`src/rtl/acr_pkg.sv`:
```
package acr_pkg;

    localparam int TABLE_ENTRIES = 16;
    localparam int FRAME_BYTES   = 60;
    localparam int IDX_W         = $clog2(TABLE_ENTRIES);
    localparam int CNT_W         = $clog2(TABLE_ENTRIES + 1);
    localparam int FIDX_W        = 6;

    localparam logic [1:0] FUNC_RX      = 2'd0;
    localparam logic [1:0] FUNC_RESOLVE = 2'd1;
    localparam logic [1:0] FUNC_SEND    = 2'd2;

    localparam logic [1:0] KIND_FRAME   = 2'd0;
    localparam logic [1:0] KIND_LEARN   = 2'd1;
    localparam logic [1:0] KIND_RESOLVE = 2'd2;

    localparam logic [1:0] CFG_HOST_MAC = 2'd0;
    localparam logic [1:0] CFG_HOST_IP  = 2'd1;
    localparam logic [1:0] CFG_MASK     = 2'd2;
    localparam logic [1:0] CFG_GATEWAY  = 2'd3;

    localparam logic [15:0] OP_REQUEST = 16'd1;
    localparam logic [15:0] OP_REPLY   = 16'd2;

    localparam logic [47:0] BCAST_MAC = 48'hFFFF_FFFF_FFFF;

    typedef struct packed {
        logic [1:0]  func;
        logic [15:0] arp_opcode;
        logic [47:0] sender_mac;
        logic [31:0] sender_ip;
        logic [31:0] target_ip;
    } req_t;

    typedef struct packed {
        logic [1:0]  kind;
        logic [7:0]  frame_byte;
        logic        frame_last;
        logic        added;
        logic        table_full;
        logic        found;
        logic [31:0] hop_ip;
        logic [47:0] hop_mac;
    } rsp_t;

    typedef enum logic [2:0] {
        ST_IDLE,
        ST_SCAN,
        ST_WAIT,
        ST_DECIDE,
        ST_FRAME,
        ST_SINGLE
    } state_t;

    function automatic logic [7:0] frame_byte_at(
        input logic [5:0]  i,
        input logic [47:0] dst,
        input logic [47:0] smac,
        input logic [7:0]  op,
        input logic [31:0] sip,
        input logic [47:0] tha,
        input logic [31:0] tpa
    );
        logic [7:0] b;
        b = 8'h00;
        if (i < 6'd6)       b = dst[8*(5 - (i - 6'd0)) +: 8];
        else if (i < 6'd12) b = smac[8*(5 - (i - 6'd6)) +: 8];
        else if (i == 6'd12) b = 8'h08;
        else if (i == 6'd13) b = 8'h06;
        else if (i == 6'd15) b = 8'h01;
        else if (i == 6'd16) b = 8'h08;
        else if (i == 6'd18) b = 8'h06;
        else if (i == 6'd19) b = 8'h04;
        else if (i == 6'd21) b = op;
        else if (i >= 6'd22 && i < 6'd28) b = smac[8*(5 - (i - 6'd22)) +: 8];
        else if (i >= 6'd28 && i < 6'd32) b = sip[8*(3 - (i - 6'd28)) +: 8];
        else if (i >= 6'd32 && i < 6'd38) b = tha[8*(5 - (i - 6'd32)) +: 8];
        else if (i >= 6'd38 && i < 6'd42) b = tpa[8*(3 - (i - 6'd38)) +: 8];
        return b;
    endfunction

endpackage

```
`src/rtl/acr_table.sv`:
```
module acr_table
    import acr_pkg::*;
(
    input  logic             clk,
    input  logic             wr_en,
    input  logic [IDX_W-1:0] wr_addr,
    input  logic [31:0]      wr_ip,
    input  logic [47:0]      wr_mac,
    input  logic [IDX_W-1:0] rd_addr,
    output logic [31:0]      rd_ip,
    output logic [47:0]      rd_mac
);

    logic [79:0] mem [TABLE_ENTRIES];

    always_ff @(posedge clk)
    begin
        if (wr_en)
        begin
            mem[wr_addr] <= {wr_ip, wr_mac};
        end
        {rd_ip, rd_mac} <= mem[rd_addr];
    end

endmodule

```
`src/rtl/arp_cache_responder.sv`:
```
// a lookup reads the cache one entry per cycle up to a hit or the entry count
// before the learn status or resolve answer; a frame then streams 60 bytes
// one request at a time: the input stalls until the last response of a request is taken
// the entry count sets the scan length, the byte counter the frame length
// reset: entry count and state clear, registers take their defaults, cache
// contents stay undefined and are never read before being written
module arp_cache_responder
    import acr_pkg::*;
(
    input  logic        clk,
    input  logic        rst_n,
    input  logic        in_valid,
    output logic        in_stall,
    input  req_t        in_data,
    output logic        out_valid,
    input  logic        out_stall,
    output rsp_t        out_data,
    input  logic        cfg_valid,
    output logic        cfg_ready,
    input  logic [1:0]  cfg_index,
    input  logic [47:0] cfg_data
);

    // configuration registers
    logic [47:0] host_mac_reg;
    logic [31:0] host_ip_reg, mask_reg, gw_reg;

    always_ff @(posedge clk or negedge rst_n)
    begin
        if (!rst_n)
        begin
            host_mac_reg <= '0;
            host_ip_reg  <= 32'd167772687;
            mask_reg     <= 32'hFFFF_FF00;
            gw_reg       <= 32'd167772673;
        end
        else if (cfg_valid && cfg_ready)
        begin
            unique case (cfg_index)
                CFG_HOST_MAC: host_mac_reg <= cfg_data;
                CFG_HOST_IP:  host_ip_reg  <= cfg_data[31:0];
                CFG_MASK:     mask_reg     <= cfg_data[31:0];
                CFG_GATEWAY:  gw_reg       <= cfg_data[31:0];
                default:      ;
            endcase
        end
    end

    assign cfg_ready = 1'b1;

    state_t state_reg, state_next;
    req_t   req_reg;
    logic [31:0]      key_reg, key_next;        // ip being searched
    logic [CNT_W-1:0] count_reg, count_next;
    logic [CNT_W-1:0] scan_reg, scan_next;      // entries issued so far
    logic             hit_reg, hit_next;
    logic [47:0]      hit_mac_reg, hit_mac_next;
    logic             added_reg, added_next, full_reg, full_next;
    logic [FIDX_W-1:0] fidx_reg, fidx_next;
    logic             chk_reg, chk_next;        // read data valid next cycle

    logic [31:0] rd_ip;
    logic [47:0] rd_mac;
    logic        wr_en;

    wire is_rx  = req_reg.func == FUNC_RX;
    wire is_req = req_reg.arp_opcode == OP_REQUEST;
    wire in_acc = in_valid && !in_stall;
    wire out_acc = out_valid && !out_stall;

    assign in_stall = state_reg != ST_IDLE;

    acr_table u_table (
        .clk     (clk),
        .wr_en   (wr_en),
        .wr_addr (count_reg[IDX_W-1:0]),
        .wr_ip   (req_reg.sender_ip),
        .wr_mac  (req_reg.sender_mac),
        .rd_addr (scan_reg[IDX_W-1:0]),
        .rd_ip   (rd_ip),
        .rd_mac  (rd_mac)
    );

    // next hop choice for resolve queries
    logic [31:0] hop;
    always_comb
    begin
        hop = ((in_data.target_ip & mask_reg) == (host_ip_reg & mask_reg))
              ? in_data.target_ip : gw_reg;
    end

    always_comb
    begin
        state_next   = state_reg;
        key_next     = key_reg;
        count_next   = count_reg;
        scan_next    = scan_reg;
        hit_next     = hit_reg;
        hit_mac_next = hit_mac_reg;
        added_next   = added_reg;
        full_next    = full_reg;
        fidx_next    = fidx_reg;
        chk_next     = 1'b0;
        wr_en        = 1'b0;
        unique case (state_reg)
            ST_IDLE:
            begin
                if (in_acc)
                begin
                    scan_next  = '0;
                    hit_next   = 1'b0;
                    added_next = 1'b0;
                    full_next  = 1'b0;
                    fidx_next  = '0;
                    key_next   = (in_data.func == FUNC_RX) ? in_data.sender_ip : hop;
                    priority case (1'b1)
                        in_data.func == FUNC_RX &&
                        (in_data.arp_opcode == OP_REQUEST ||
                         in_data.arp_opcode == OP_REPLY): state_next = ST_SCAN;
                        in_data.func == FUNC_RESOLVE:     state_next = ST_SCAN;
                        in_data.func == FUNC_SEND:        state_next = ST_FRAME;
                        default:                          state_next = ST_IDLE;
                    endcase
                end
            end
            ST_SCAN:
            begin
                // a hit on the entry read last cycle stops the walk
                if (chk_reg && rd_ip == key_reg)
                begin
                    hit_next     = 1'b1;
                    hit_mac_next = rd_mac;
                    state_next   = ST_DECIDE;
                end
                else if (scan_reg < count_reg)
                begin
                    scan_next = scan_reg + 1'b1;
                    chk_next  = 1'b1;
                end
                else
                begin
                    state_next = ST_DECIDE;
                end
            end
            ST_DECIDE:
            begin
                if (is_rx)
                begin
                    if (!hit_reg)
                    begin
                        if (count_reg < CNT_W'(TABLE_ENTRIES))
                        begin
                            wr_en      = 1'b1;
                            count_next = count_reg + 1'b1;
                            added_next = 1'b1;
                        end
                        else
                        begin
                            full_next = 1'b1;
                        end
                    end
                    state_next = is_req ? ST_FRAME : ST_SINGLE;
                end
                else
                begin
                    state_next = ST_SINGLE;
                end
            end
            ST_FRAME:
            begin
                if (out_acc)
                begin
                    if (fidx_reg == FIDX_W'(FRAME_BYTES - 1))
                    begin
                        fidx_next  = '0;
                        state_next = ST_IDLE;
                    end
                    else
                    begin
                        fidx_next = fidx_reg + 1'b1;
                    end
                end
            end
            ST_SINGLE:
            begin
                if (out_acc)
                begin
                    state_next = ST_IDLE;
                end
            end
            default:
            begin
                state_next = ST_IDLE;
            end
        endcase
    end

    // result assembly
    always_comb
    begin
        out_valid = 1'b0;
        out_data  = '0;
        unique case (state_reg)
            ST_FRAME:
            begin
                out_valid           = 1'b1;
                out_data.kind       = KIND_FRAME;
                out_data.frame_last = fidx_reg == FIDX_W'(FRAME_BYTES - 1);
                out_data.added      = added_reg;
                out_data.table_full = full_reg;
                if (is_rx)
                begin
                    out_data.frame_byte = frame_byte_at(fidx_reg, req_reg.sender_mac,
                        host_mac_reg, 8'd2, host_ip_reg, req_reg.sender_mac,
                        req_reg.sender_ip);
                end
                else
                begin
                    out_data.frame_byte = frame_byte_at(fidx_reg, BCAST_MAC,
                        host_mac_reg, 8'd1, host_ip_reg, 48'd0, req_reg.target_ip);
                end
            end
            ST_SINGLE:
            begin
                out_valid = 1'b1;
                if (is_rx)
                begin
                    out_data.kind       = KIND_LEARN;
                    out_data.added      = added_reg;
                    out_data.table_full = full_reg;
                end
                else
                begin
                    out_data.kind    = KIND_RESOLVE;
                    out_data.found   = hit_reg;
                    out_data.hop_ip  = key_reg;
                    out_data.hop_mac = hit_reg ? hit_mac_reg : 48'd0;
                end
            end
            default: ;
        endcase
    end

    always_ff @(posedge clk or negedge rst_n)
    begin
        if (!rst_n)
        begin
            state_reg <= ST_IDLE;
            count_reg <= '0;
            scan_reg  <= '0;
            fidx_reg  <= '0;
            chk_reg   <= 1'b0;
            hit_reg   <= 1'b0;
            added_reg <= 1'b0;
            full_reg  <= 1'b0;
        end
        else
        begin
            state_reg <= state_next;
            count_reg <= count_next;
            scan_reg  <= scan_next;
            fidx_reg  <= fidx_next;
            chk_reg   <= chk_next;
            hit_reg   <= hit_next;
            added_reg <= added_next;
            full_reg  <= full_next;
        end
    end

    always_ff @(posedge clk)
    begin
        if (in_acc)
        begin
            req_reg <= in_data;
        end
        key_reg     <= key_next;
        hit_mac_reg <= hit_mac_next;
    end

    // cache never holds more than its size
    a_count_bound: assert property (@(posedge clk) disable iff (!rst_n)
        count_reg <= CNT_W'(TABLE_ENTRIES))
        else $error("entry count over table size");

    // the scan never reads beyond the filled part
    a_scan_bound: assert property (@(posedge clk) disable iff (!rst_n)
        scan_reg <= count_reg)
        else $error("scan past entry count");

    // a learn always writes into a free slot and bumps the count
    a_learn: assert property (@(posedge clk) disable iff (!rst_n)
        wr_en |=> count_reg == $past(count_reg) + 1'b1)
        else $error("learn without count update");

    // the byte counter is idle outside frame output
    a_fidx: assert property (@(posedge clk) disable iff (!rst_n)
        state_reg == ST_IDLE |-> fidx_reg == '0)
        else $error("frame index not cleared");

endmodule

```
`config.mk`:
```
export PLATFORM = sky130hd
export DESIGN_NAME = arp_cache_responder
export DESIGN_NICKNAME = d
export VERILOG_FILES = /design/src/rtl/acr_pkg.sv /design/src/rtl/acr_table.sv /design/src/rtl/arp_cache_responder.sv
export SDC_FILE = /design/constraint.sdc
export NUM_CORES = 2
export LEC_CHECK = 0
export BUFFER_PORTS_ARGS = -buffer_cell sky130_fd_sc_hd__buf_2
export CAP_MARGIN = 20
export CORE_ASPECT_RATIO = 0.7
export CORE_MARGIN = 1.5
export CORE_UTILIZATION = 47
export DETAILED_ROUTE_END_ITERATION = 8
export SLEW_MARGIN = 20
export SYNTH_ARGS = -nofsm -noshare
export SYNTH_HDL_FRONTEND = slang
export SYNTH_SLANG_ARGS = --single-unit
```
`constraint.sdc`:
```
create_clock -name clk -period 9 [get_ports clk]
set_input_delay 0.45 -clock clk [delete_from_list [all_inputs] [get_ports clk]]
set_output_delay 0.45 -clock clk [all_outputs]
set_load 0.01 [all_outputs]
```
---- Yosys cells after proc, flatten, opt, wreduce, memory -nomap -nowiden ----
Memories as Yosys holds them, arrays and structs flattened. A register that Yosys moved wholly into a read port is not among the register bits.
Index checks and enable logic that the tools add are counted.
W data, S select, Z words.
cells by class
  add/subtract/negate cells ............... 14
  magnitude comparators ................... 12
  equality and inequality tests ........... 34
  shifts and indexed selects .............. 9
  mux-type cells .......................... 78
  bitwise operators ....................... 3
  reductions and logical operators ........ 33
operators by type and width
  cell                        count
  $mux W8                     27
  $shiftx A48 B33 Y8          4
  $mux W81                    2
  $shiftx A32 B33 Y8          3
  $shiftx A48 B33 Y8 const A  2
  $and A32 B32 Y32            2
  $eq A32 B32 Y1              2
  $mux W32                    2
  $mux W48                    1
  $eq A16 B1 Y1 const B       2
  $mux W3                     9
  $eq A6 B5 Y1 const B        4
  $sub A4 B7 Y8 const A       3
  $ne A2 B2 Y1 const B        11
  $mux W1                     20
  $eq A6 B4 Y1 const B        3
  $lt A6 B6 Y1 const B        3
  $mux W6                     3
  $eq A16 B2 Y1 const B       1
  $sub A3 B7 Y8 const A       2
  $mux W5                     3
  $pmux W3 S5                 1
  $reduce_and A5 Y1           3
  $sub A6 B5 Y7 const B       2
  other kinds (37)            68
storage, ports and cells
  register bits ........................... 377
  RAM bits ................................ 1280
  memories ................................ 1
memories
  memory       words  bits a word  rd ports  clocked after memory_dff  wr ports  line             RTL
  u_table.mem  16     80           1         1                         1         acr_table.sv:14  logic [79:0] mem [TABLE_ENTRIES];

---- Depth between registers and ports, before layout ----
  depth after elaboration ................. 18
  gate-level depth with buffers ........... 12
  depth with buffers taken out ............ 11

---- Hierarchy ----
A second synthesis with hierarchy kept.
second synthesis, totals
  cell total of the unflattened synthesis .. 3367
  area total of the unflattened synthesis .. 67119.4 sq um
modules (own cells, without submodules)
  module               times used  cells an instance  area each (sq um)  sequential area each (sq um)
  acr_table            1           2054               49437.4            40038.4
  arp_cache_responder  1           1313               17682.0            10528.8

---- Least setup slack after synthesis ----
OpenSTA, ideal clock, no wires.
  path kind ............................... register to register
  from .................................... register req_reg[129] (netlist bit)
  to ...................................... memory u_table.mem[3][0], enable pin
  library setup time ...................... 0.616 ns
  data arrival time ....................... 7.067 ns
  required time ........................... 8.384 ns
  slack ................................... 1.317 ns
  stages on the path, launching flop included .. 8
  buffers on the path ..................... 1
  clock period less this slack ............ 7.683 ns
  cell sequence ........................... edfxtp_1 nor2_1 nand2_1 nor4b_1 and2_1 buf_2 nand2_1 nor3_1
between the ends
  longest elaborated chain between the ends .. 5
RTL lines
  element                        line                        RTL
  start: declaration             arp_cache_responder.sv:52   req_t req_reg;
  start signal: assignment       arp_cache_responder.sv:274  req_reg <= in_data;
  $logic_not A2 Y1               arp_cache_responder.sv:66   wire is_rx = req_reg.func == FUNC_RX;
  $mux W1                        arp_cache_responder.sv:147  if (is_rx)
  $mux W1                        arp_cache_responder.sv:105  unique case (state_reg)
  $mux W1                        acr_table.sv:18             if (wr_en)
  $mux W1 (implied by the code)  acr_table.sv:20             mem[wr_addr] <= {wr_ip, wr_mac};
  end: declaration               acr_table.sv:14
No other way between the ends.

==> run_results.csv <==
group,metric,value,unit
drt,wire_per_inst,31.6,µm
final_layout,layout-drive-gt1-share,33.0,%
final_layout,final_common_cell,"sky130_fd_sc_hd__edfxtp_1",
final_layout,final_design_area_no_fill,78600,µm²
critical_path,slowest_stage,"sky130_fd_sc_hd__dfrtp_2",
synthesis,synth.ff_latch_count,1737,
drt,dr.first_iter.drc_count,4142,
global_route,grt-busiest-layer,"met2",
clocking,clock_path_buffers,3,
synthesis,syn_inst,3172,
floorplan,start_util,47.6,%
critical_path,reg2regPathDepth,7,
sta,minimum_hold_slack,0.262,ns
placement,place.gp.congestion,0.892,
drt,drtPass1Iterations,6,
global_route,grt_pass1_vias,35300,
critical_path,critical_path_start_type,"flop",
synthesis,yosysWarningCount,0,
power,powerDensity,262,nW/µm²
global_route,grt-ovfl-total,0,
sta,post_route_worst_setup_slack,2.98,ns
clocking,postCtsSetupRepairBufs,0,
final_layout,num-nets-final,3906,
synthesis,synth_async_sr_flop_share,9.61,%
critical_path,regToRegStartpoint,"req_reg[129]",
synthesis,portion_of_the_post_synthesis_area_used_by_sequential_elements,75.1,%
critical_path,timing.critical_path.depth,12,
placement,pre_cts_slack,3.95,ns
sta,timing.final.max_slew_violations,0,
clocking,cts.clk_slew.worst_paths,0.07,ns
critical_path,worst_r2r_endpoint,"u_table.mem[11][73]",
clocking,cts_tree,"built",
global_route,gr-usage-all-layers,25.1,%
sta,min_period,6.02,ns
final_layout,final-instance-count-excl-fill,5716,
synthesis,synth_edf_count,1490,
sta,finalClockSkew,0.0401,ns
synthesis,syn-cell-area,67300,µm²
drt,dr_total_vias,34500,
placement,cell_area_reported_after_detailed_placement,71000,µm²
critical_path,crit_path_cell_trace,"inv_2 -> ha_1 -> buf_4 -> ha_1 -> nor3b_1 -> nand4_1 -> inv_1 -> a221oi_1 -> o21ai_1 -> nand3_1 -> a221oi_1 -> buf_2",
critical_path,critPathMaxStageDelay,1.01,ns
status,run_status,"finished, final reports clean",
clocking,htreeDepth,4,
clocking,worst_skew_pair.late_latency,0.83,ns
floorplan,die_width,455,µm
sta,tcrit_tclk_final,66.9,%
clocking,postCtsResizedCells,0,
floorplan,die_height,320,µm
min_path,holdCritPathClass,"input pin to flop",
clocking,numClockSinks,1737,
global_route,grt_first_pass_wirelength,257,mm
clocking,numCtsBuffers,163,
drt,wirelength,181,mm
final_layout,area.growth.synth_to_final,16.8,%
critical_path,top_family_by_delay_on_critical_path,"buffers and inverters",
critical_path,crit_arrival,5.57,ns
drt,ant_nets,0,
synthesis,synth_cell_types,77,
floorplan,fp-row-count,115,
final_layout,layout.cells.most_common_list,"sky130_fd_sc_hd__edfxtp_1, sky130_fd_sc_hd__mux4_2, sky130_fd_sc_hd__buf_2, sky130_fd_sc_hd__dlygate4sd3_1, sky130_fd_sc_hd__clkbuf_16",
global_route,m2_gr_usage,37.3,%
critical_path,critPathLaunch,"fidx_reg[1]",
final_layout,largest_register_ffs,1280,
placement,numPlacedInstances,5227,
power,power.total,20.6,mW
placement,numPortBuffers,280,
power,ir_worst_vdd,0.185,mV
critical_path,timing.reg2reg.setup_slack,4.73,ns
critical_path,cp-end-kind,"primary output",
critical_path,worstPathRequired,8.55,ns
global_route,initial_antenna_violation_count,15,
synthesis,ys_dominant_reg_cell,"sky130_fd_sc_hd__edfxtp_1",
global_route,grt_util_met1,36.8,%
sta,finalHoldViolations,0,
critical_path,criticalPathCategory,"flop to primary output",
sta,final-setup-viol-count,0,
critical_path,setup.worst_path.end,"out_data[88]",
floorplan,design.core.area,141000,µm²
sta,max_slew.worst_pin.slew,1.18,ns
power,leakage_component_of_the_power,26.0,nW
synthesis,syn_area_per_cell,21.2,µm²
clocking,clk_root_buffer_cell,"sky130_fd_sc_hd__clkbuf_16",
sta,maxSlewHeadroom,21.6,%
floorplan,num_io_pins,282,
run,cap_violations,0,
critical_path,cp_max_fo,37,
final_layout,final_core_util,55.6,%
drt,drc,0,
sta,finalSetupTns,0,ns
drt,routed_via_density,6.03,
synthesis,postSynthNetCount,3377,
critical_path,path_buf_inv,4,
placement,dp_hpwl,107,mm
sta,setup_repair_after_global_routing_missed_its_margin,"no",
sta,max_freq,166,MHz
global_route,use_met3,6.07,%
global_route,maximum_number_of_pins_on_one_net_before_global_route_repair,156,
floorplan,die_area,146000,µm²
clocking,cts.hold.buffers_added,179,
-- cell type report --
type | count | area (µm²)
fillers | 10600 | 62700
flip-flops and latches | 1737 | 50600
multi-input cells | 1249 | 16000
clock buffers | 231 | 4640
repair buffers | 530 | 3830
well taps | 1872 | 2340
clock inverters | 75 | 1060
inverters | 20 | 82.6
diodes | 2 | 5.00
-- synth_stat cells, types with 35 or more instances --
library cell | count | area [µm²]
sky130_fd_sc_hd__a21oi_1 | 65 | 325
sky130_fd_sc_hd__and2_1 | 40 | 250
sky130_fd_sc_hd__and3_1 | 53 | 332
sky130_fd_sc_hd__buf_2 | 41 | 205
sky130_fd_sc_hd__clkbuf_1 | 94 | 353
sky130_fd_sc_hd__dfrtp_1 | 132 | 3300
sky130_fd_sc_hd__dfstp_2 | 35 | 920
sky130_fd_sc_hd__dfxtp_1 | 80 | 1600
sky130_fd_sc_hd__edfxtp_1 | 1490 | 44700
sky130_fd_sc_hd__mux2_2 | 151 | 1700
sky130_fd_sc_hd__mux2i_1 | 50 | 500
sky130_fd_sc_hd__mux4_2 | 432 | 9730
sky130_fd_sc_hd__nand2_1 | 43 | 161
sky130_fd_sc_hd__nor2_1 | 78 | 293
sky130_fd_sc_hd__xor2_1 | 37 | 324
-- worst min path at each step --
| stage | slack, ns | cells past startpoint | to | from |
|---|---|---|---|---|
| final | 0.26 | 5 | fidx_reg[0] | out_stall |
| after CTS | 0.21 | 5 | fidx_reg[0] | out_stall |
| after global placement | 0.39 | 0 | hit_mac_reg[36] | u_table.rd_mac[36] |
| after detailed placement | 0.39 | 0 | hit_mac_reg[13] | u_table.rd_mac[13] |
| after floorplan | 0.15 | 0 | added_reg | rst_n |
| after global routing | 0.28 | 4 | state_reg[1] | out_stall |
-- where the power goes --
group,switching (mW),internal [mW],total [mW]
clock,3.04,4.20,7.25
combinational,1.43,1.46,2.90
sequential,0.792,9.62,10.4
-- metal layers --
metal / vias up / part of all wire [%] / wire [µm]
met2: 1636 / 46 / 82200
met5: - / 0 / 0
li1: 14200 / - / -
met1: 18400 / 42 / 76600
met4: 0 / 2.7 / 4940
met3: 258 / 9.3 / 16800
-- cell families (layout without fill, tap and decap cells) --
family	Yosys count	in the layout	synth area share, %
AO/OA/AOI/OAI	201	201	1.95
XOR/XNOR	72	72	0.959
adder cells (fa/ha/maj)	20	20	0.372
buffers and inverters	186	856	1.25
flip-flops	1737	1737	75.1
multiplexers	639	639	17.8
other	1	3	0.00557
AND/OR/NAND/NOR	316	316	2.53
-- tightest hold or removal path: stages --
cell and delay (ns):
sky130_fd_sc_hd__buf_2 0.15, sky130_fd_sc_hd__nor2_1 0.12, sky130_fd_sc_hd__nor2_1 0.14, sky130_fd_sc_hd__nand2_1 0.09, sky130_fd_sc_hd__o21ai_0 0.07
Note: power is estimated with default switching activity, not from simulation.
